===== config.mk =====
export PLATFORM = sky130hd
export DESIGN_NAME = ddeo_div
export DESIGN_NICKNAME = d
export VERILOG_FILES = /design/src/ddeo_pkg.sv /design/src/ddeo_div.sv
export SDC_FILE = /design/constraint.sdc
export NUM_CORES = 1
export LEC_CHECK = 0
export ABC_AREA = 1
export BUFFER_PORTS_ARGS = -buffer_cell sky130_fd_sc_hd__clkbuf_2
export CORE_MARGIN = 2
export CORE_UTILIZATION = 45
export CTS_CLUSTER_DIAMETER = 80
export DETAILED_ROUTE_END_ITERATION = 6
export PLACE_DENSITY = 0.65
export SLEW_MARGIN = 20
export SYNTH_ARGS = -nofsm -noshare
export SYNTH_HDL_FRONTEND = slang
export SYNTH_SLANG_ARGS = --single-unit

===== constraint.sdc =====
create_clock -name clock -period 3.3 [get_ports clock]
set_input_delay 0.165 -clock clock [delete_from_list [all_inputs] [get_ports clock]]
set_output_delay 0.165 -clock clock [all_outputs]
set_load 0.02 [all_outputs]

===== src/ddeo_pkg.sv =====
`default_nettype none
// ----------------------------------------------------------------------------
// ddeo_pkg: shared definitions for the wheel odometry block
// Widths of the shared arithmetic units, the CORDIC arctangent table and
// the request and status bundles of the iterative divider.
// ----------------------------------------------------------------------------
package ddeo_pkg;

   localparam int CORDIC_STEPS = 24;
   localparam int STEP_W       = (CORDIC_STEPS > 16) ? 5 : 4;

   localparam int NUM_W  = 64;   // dividend and quotient magnitude
   localparam int DEN_W  = 45;   // divisor magnitude
   localparam int CNT_W  = 6;    // counts NUM_W iterations
   localparam int PROD_W = 66;   // 32 x 34 signed product
   localparam int TRIG_W = 34;   // CORDIC x and y

   localparam logic [23:0] MPC_RESET = 24'd65536;
   localparam logic [19:0] WB_RESET  = 20'd32768;
   localparam logic [15:0] THR_RESET = 16'd33;

   localparam logic signed [TRIG_W-1:0] CORDIC_GAIN = 34'sd652032875;
   localparam logic signed [TRIG_W-1:0] DH_SCALE    = 34'sd1367130551;
   localparam logic signed [TRIG_W-1:0] VEL_SCALE   = 34'sd1000000;

   localparam logic [1:0] REG_MPC = 2'd0;
   localparam logic [1:0] REG_WB  = 2'd1;
   localparam logic [1:0] REG_THR = 2'd2;

   typedef struct packed {
      logic             start;
      logic [NUM_W-1:0] dividend;
      logic [DEN_W-1:0] divisor;
   } div_req_type;

   typedef struct packed {
      logic             done;
      logic [NUM_W-1:0] quotient;
   } div_stat_type;

   // arctangent of 2^-i as a binary angle
   function automatic logic [31:0] atan_bam(input logic [STEP_W-1:0] idx);
      logic [31:0] v;
      case (5'(idx))
         5'd0:  v = 32'd536870912;
         5'd1:  v = 32'd316933406;
         5'd2:  v = 32'd167458907;
         5'd3:  v = 32'd85004756;
         5'd4:  v = 32'd42667331;
         5'd5:  v = 32'd21354465;
         5'd6:  v = 32'd10679838;
         5'd7:  v = 32'd5340245;
         5'd8:  v = 32'd2670163;
         5'd9:  v = 32'd1335087;
         5'd10: v = 32'd667544;
         5'd11: v = 32'd333772;
         5'd12: v = 32'd166886;
         5'd13: v = 32'd83443;
         5'd14: v = 32'd41722;
         5'd15: v = 32'd20861;
         5'd16: v = 32'd10430;
         5'd17: v = 32'd5215;
         5'd18: v = 32'd2608;
         5'd19: v = 32'd1304;
         5'd20: v = 32'd652;
         5'd21: v = 32'd326;
         5'd22: v = 32'd163;
         5'd23: v = 32'd81;
         5'd24: v = 32'd41;
         5'd25: v = 32'd20;
         5'd26: v = 32'd10;
         5'd27: v = 32'd5;
         5'd28: v = 32'd3;
         5'd29: v = 32'd1;
         5'd30: v = 32'd1;
         default: v = 32'd0;
      endcase
      return v;
   endfunction

endpackage
`default_nettype wire


===== src/ddeo_div.sv =====
`default_nettype none
// ----------------------------------------------------------------------------
// ddeo_div: unsigned restoring divider
// One quotient bit per cycle; the quotient holds after done until next start.
// ----------------------------------------------------------------------------
module ddeo_div
   import ddeo_pkg::*;
(
   input  wire logic         clock,
   input  wire logic         reset,
   input  wire div_req_type  div_req,
   output div_stat_type      div_stat
);

   logic             busy_ff, busy_in;
   logic             done_ff, done_in;
   logic [CNT_W-1:0] cnt_ff, cnt_in;
   logic [NUM_W-1:0] num_ff, num_in;
   logic [DEN_W-1:0] den_ff, den_in;
   logic [DEN_W-1:0] rem_ff, rem_in;
   logic [DEN_W:0]   rem_sh;
   logic [DEN_W:0]   rem_sub;

   assign rem_sh  = {rem_ff, num_ff[NUM_W-1]};
   assign rem_sub = rem_sh - {1'b0, den_ff};

   always_comb begin
      busy_in = busy_ff;
      done_in = 1'b0;
      cnt_in  = cnt_ff;
      num_in  = num_ff;
      den_in  = den_ff;
      rem_in  = rem_ff;
      if (div_req.start) begin
         busy_in = 1'b1;
         cnt_in  = '0;
         num_in  = div_req.dividend;
         den_in  = div_req.divisor;
         rem_in  = '0;
      end else if (busy_ff) begin
         // shift in one dividend bit, subtract where it fits
         if (rem_sh >= {1'b0, den_ff}) begin
            rem_in = rem_sub[DEN_W-1:0];
            num_in = {num_ff[NUM_W-2:0], 1'b1};
         end else begin
            rem_in = rem_sh[DEN_W-1:0];
            num_in = {num_ff[NUM_W-2:0], 1'b0};
         end
         cnt_in = cnt_ff + 1'b1;
         if (cnt_ff == CNT_W'(NUM_W - 1)) begin
            busy_in = 1'b0;
            done_in = 1'b1;
         end
      end
   end

   always_ff @(posedge clock) begin
      if (reset) begin
         busy_ff <= 1'b0;
         done_ff <= 1'b0;
         cnt_ff  <= '0;
      end else begin
         busy_ff <= busy_in;
         done_ff <= done_in;
         cnt_ff  <= cnt_in;
      end
      num_ff <= num_in;
      den_ff <= den_in;
      rem_ff <= rem_in;
   end

   assign div_stat.done     = done_ff;
   assign div_stat.quotient = num_ff;

endmodule
`default_nettype wire


; ---- Yosys cells after proc, flatten, opt, wreduce, memory -nomap -nowiden
; Index checks and enable logic that the tools add are counted.
[totals]
ff_bits = 162
in_bits = 112
[op_classes]
magnitude_cmp = 1
add_sub_neg = 2
bitwise = 1
n_eq_ne = 1
mux = 8
reduce_logical = 3
[ops]
columns = operator, count
row1 = 64-bit two-way mux, 2
row2 = 46-bit by 45-bit greater-or-equal comparator with 1-bit output, 1
row3 = 45-bit two-way mux, 1
row4 = 45-bit subtractor, 1
row5 = "6-bit by 1-bit adder with 6-bit output, second input constant", 1
row6 = "6-bit equality test, second input constant", 1
row7 = 1-bit two-way mux, 5
row8 = 3-bit OR reduction, 1
row9 = 2-bit nonzero test, 1
row10 = 2-bit OR reduction, 1
row11 = 1-bit NOT, 1

; ---- Logic depth before layout (Yosys ltp)
[depth]
word_depth = 4
depth_mapped = 19
mapped_depth_nobuf = 18

; ---- Worst setup path after synthesis
; No wires, ideal clock.
[synth_path]
path_kind = register -> register
from = register busy_ff
to = register num_ff[0] (enable)
stages_incl_launch_ff = 4
arrival_time_ns = 2.617
path_slack_ns = 0.229
period_less_slack_ns = 3.071
path_buffers = 1
setup_time_ns = 0.455
cell_sequence = dfxtp_1 > nor2_1 > inv_1 > clkbuf_1
[synth_between]
elab_chain_len = 1
[synth_rtl]
columns = item, line
row1 = start: declaration, ddeo_div.sv:15  ; logic busy_ff, busy_in;
row2 = start signal: assignment, ddeo_div.sv:63  ; busy_ff <= busy_in;
row3 = 2-bit nonzero test (no source line), --
row4 = end signal: assignment, ddeo_div.sv:67  ; num_ff <= num_in;
row5 = end: declaration, ddeo_div.sv:18  ; logic [NUM_W-1:0] num_ff, num_in;
; No other way between the ends.
; A chain may end at the register's enable or synchronous reset.

; ---- Worst setup path after layout
[layout_path]
from = register num_ff[63]
to = register rem_ff[18]
[layout_between]
elab_chain_len = 2
[layout_rtl]
columns = item, line
row1 = 45-bit subtractor or 46-bit by 45-bit greater-or-equal comparator with 1-bit output (tied branches), "ddeo_div.sv:25, ddeo_div.sv:42"
row2 = 45-bit two-way mux (*), ddeo_div.sv:42  ; if (rem_sh >= {1'b0, den_ff}) begin
row3 = end signal: assignment, ddeo_div.sv:69  ; rem_ff <= rem_in;
row4 = end: declaration, ddeo_div.sv:20  ; logic [DEN_W-1:0] rem_ff, rem_in;
; Every way passes the cells marked *; elsewhere a longest branch is shown, timed or not.

==> flow_metrics.env <==
export IMPL_status="finished, final reports clean"
export IMPL_syn_num_nets=1680
export IMPL_track_usage=0.253
export IMPL_skew_ns=0.0127
export IMPL_wl_um=30500
export IMPL_synth_seq_cells=162
export IMPL_synthTopCellsByArea="edfxtp_1, nand2_1, dfxtp_1, inv_1, ha_1"
export IMPL_synth_cells=1521
export IMPL_dp_hpwl_um=22200
export IMPL_ys_types=39
export IMPL_power_leakage_nw=7.22
export IMPL_hold_class="in -> reg"
export IMPL_die_area_um2=25000
export IMPL_chipHeight_um=158
export IMPL_worstPathArrival_ns=3.07
export IMPL_nFillCells=2283
export IMPL_grt_pass1_vias=9872
export IMPL_synth_most_common_cell="nand2_1"
export IMPL_drt_iter0_markers=735
export IMPL_postPlaceCellArea_um2=11800
export IMPL_fin_area_um2=13400
export IMPL_synth_largest_area_cell="edfxtp_1"
export IMPL_synth_edf_count=109
export IMPL_cts_made_buffers=17
export IMPL_async_flop_share=0
export IMPL_cts_tree="built"
export IMPL_overflow=0
export IMPL_grt_antenna_before_repair=0
export IMPL_htree_num_levels=4
export IMPL_maxCapViolations=0
export IMPL_drc=0
export IMPL_rr_worst_depth=17
export IMPL_ys_seq_area_frac=0.406
export IMPL_ant_nets=0
export IMPL_fp_dieW_um=158
export IMPL_grt_pass1_wl_um=49600
export IMPL_clockBufferDepth=2
export IMPL_drive_above_1_share=0.157
export IMPL_relSlewSlack=0.444
export IMPL_finalSetupTns_ns=0
export IMPL_place_gp_congestion=0.962
export IMPL_fin_util=0.572
export IMPL_io_buffer_count=176
export IMPL_coreArea_um2=23400
export IMPL_finalCritPeriodShare=0.816
export IMPL_hold_path_depth=3
export IMPL_root_buffer="clkbuf_16"
export IMPL_yosys_area_top_type_share=0.307
export IMPL_n_antenna_cell=0
export IMPL_firstDrtPassIters=5
export IMPL_power_density_nw_per_um2=390
export IMPL_nets=1940
export IMPL_area_growth_syn_to_layout_pct=25.5
export IMPL_irDropWorstVdd_v=0.000282
export IMPL_avgSynthCellArea_um2=7.02
export IMPL_initial_core_util=0.456
export IMPL_final_hold_viol_count=0
export IMPL_critPathKind="reg -> reg"
export IMPL_worst_pin_slew_ns=0.834
export IMPL_setup_viol=0
export IMPL_num_vias=10200
export IMPL_post_cts_buffers=0
export IMPL_final_max_slew_viol_count=0
export IMPL_rows=56
export IMPL_ioPinCount=177
export IMPL_holdBufCountCts=93
export IMPL_yosys_warnings=0
export IMPL_critical_path_required_ns=3.68
export IMPL_via_per_inst=4.81
export IMPL_drt_wirelength_per_cell_um=14.4
export IMPL_crit_path_start_kind="register"
export IMPL_cts_resized=0
export IMPL_min_period_ns=2.69
export IMPL_rsz0062_at_grt="no"
export IMPL_crit_path_max_fanout=44
export IMPL_grt_start_max_net_pins=109
export IMPL_clock_sinks=162
export IMPL_ys_flop_type="edfxtp_1"
export IMPL_synth_commonest_cells="nand2_1, inv_1, edfxtp_1, nand3_1, nor2_1"
export IMPL_end_kind="register"
export IMPL_finalPower_w=0.00522
export IMPL_clk_pin_slew_ns=0.07
export IMPL_clkLatencyLatePin_ns=0.44
export IMPL_netlist_area_um2=10700
export IMPL_fmax_ghz=0.371
-- routing by layer --
| layer | vias to the layer above | share of wire | global-route usage |
|---|---|---|---|
| met5 | - | 0 | 0 |
| met4 | 0 | 0.013 | 0.0545 |
| met3 | 32 | 0.064 | 0.0542 |
| met2 | 311 | 0.47 | 0.431 |
| met1 | 4580 | 0.46 | 0.331 |
| li1 | 5235 | - | - |
-- layout make-up --
type | count | area, um2 | area share
multi-input combinational | 1051 | 5110 | 0.381
tap | 319 | 399 | 0.0298
sequential | 162 | 4330 | 0.324
clock buffer | 18 | 439 | 0.0328
clock inverter | 14 | 155 | 0.0116
timing repair buffer | 278 | 1940 | 0.145
inverter | 271 | 1020 | 0.0760
-- per-stage QoR --
stage / hold WS (ns) / cells / setup WS [ns]
after CTS: 0.00200 / 2112 / 0.579
final: 0.0185 / 2113 / 0.607
after global routing: 0.0105 / 2113 / 0.387
after global placement: 0.342 / 1987 / 0.751
after floorplan: 0.264 / 1521 / 0.229
after detailed placement: 0.344 / 1987 / 0.597
-- critical path, cell delays in order (launching register included) --
cell,delay (ns)
edfxtp_1,0.41
inv_1,0.10
ha_1,0.15
inv_1,0.07
fa_1,0.41
nand2_2,0.09
nand2_2,0.07
nand3_2,0.07
nand2_2,0.08
nand2_1,0.10
nand2_2,0.07
nand2_2,0.08
nand2_2,0.07
nand2_4,0.16
nand2_4,0.34
nand2_1,0.20
nand3_1,0.08
nand2_1,0.08
-- sequential cells by signal, summed over array words and instances, names as in the netlist --
register	flops
num_ff	64
cnt_ff	6
den_ff	45
busy_ff	1
rem_ff	45
done_ff	1
-- logic make-up (layout without fill, tap and decap cells) --
logic type | count (synthesis) | after routing | share of synthesized area
simple gates | 904 | 904 | 0.363
xor+xnor | 23 | 23 | 0.0189
flops | 162 | 162 | 0.406
fa+ha+maj | 47 | 47 | 0.0558
compound gates | 77 | 77 | 0.0396
buf+inv | 308 | 581 | 0.116
-- where the power goes --
group | switching [W] | internal [W] | total (W)
Sequential | 0.0000702 | 0.00232 | 0.00239
Combinational | 0.000495 | 0.000308 | 0.000803
Clock | 0.000990 | 0.00104 | 0.00203
-- worst paths after layout --
check	slack [ns]	endpoint	startpoint
hold / removal	0.02	num_ff[6]$_DFFE_PP_	div_req[51]
setup / recovery	0.61	rem_ff[18]$_SDFFE_PP0P_	num_ff[63]$_DFFE_PP_
hold reg to reg	0.47	rem_ff[36]$_SDFFE_PP0P_	rem_ff[36]$_SDFFE_PP0P_
setup reg to reg	0.61	rem_ff[18]$_SDFFE_PP0P_	num_ff[63]$_DFFE_PP_
-- cells in the final DEF, fill, tap and decap left out, drive strengths merged, types with 3 or more instances in the layout --
master       Yosys  final
ha              46     46
clkbuf          20    193
a21oi           41     41
o21bai           7      7
dlygate4sd3      0     93
dfxtp           53     53
nor2            85     85
nand3          108    108
nand4            8      8
nor3            12     12
o21ai           24     24
buf             17     10
edfxtp         109    109
nand3b          27     27
inv            271    280
a31oi            3      3
clkinv           0      5
xnor2           22     22
nand2          659    659
No activity file was read; power rests on OpenSTA's default activity.
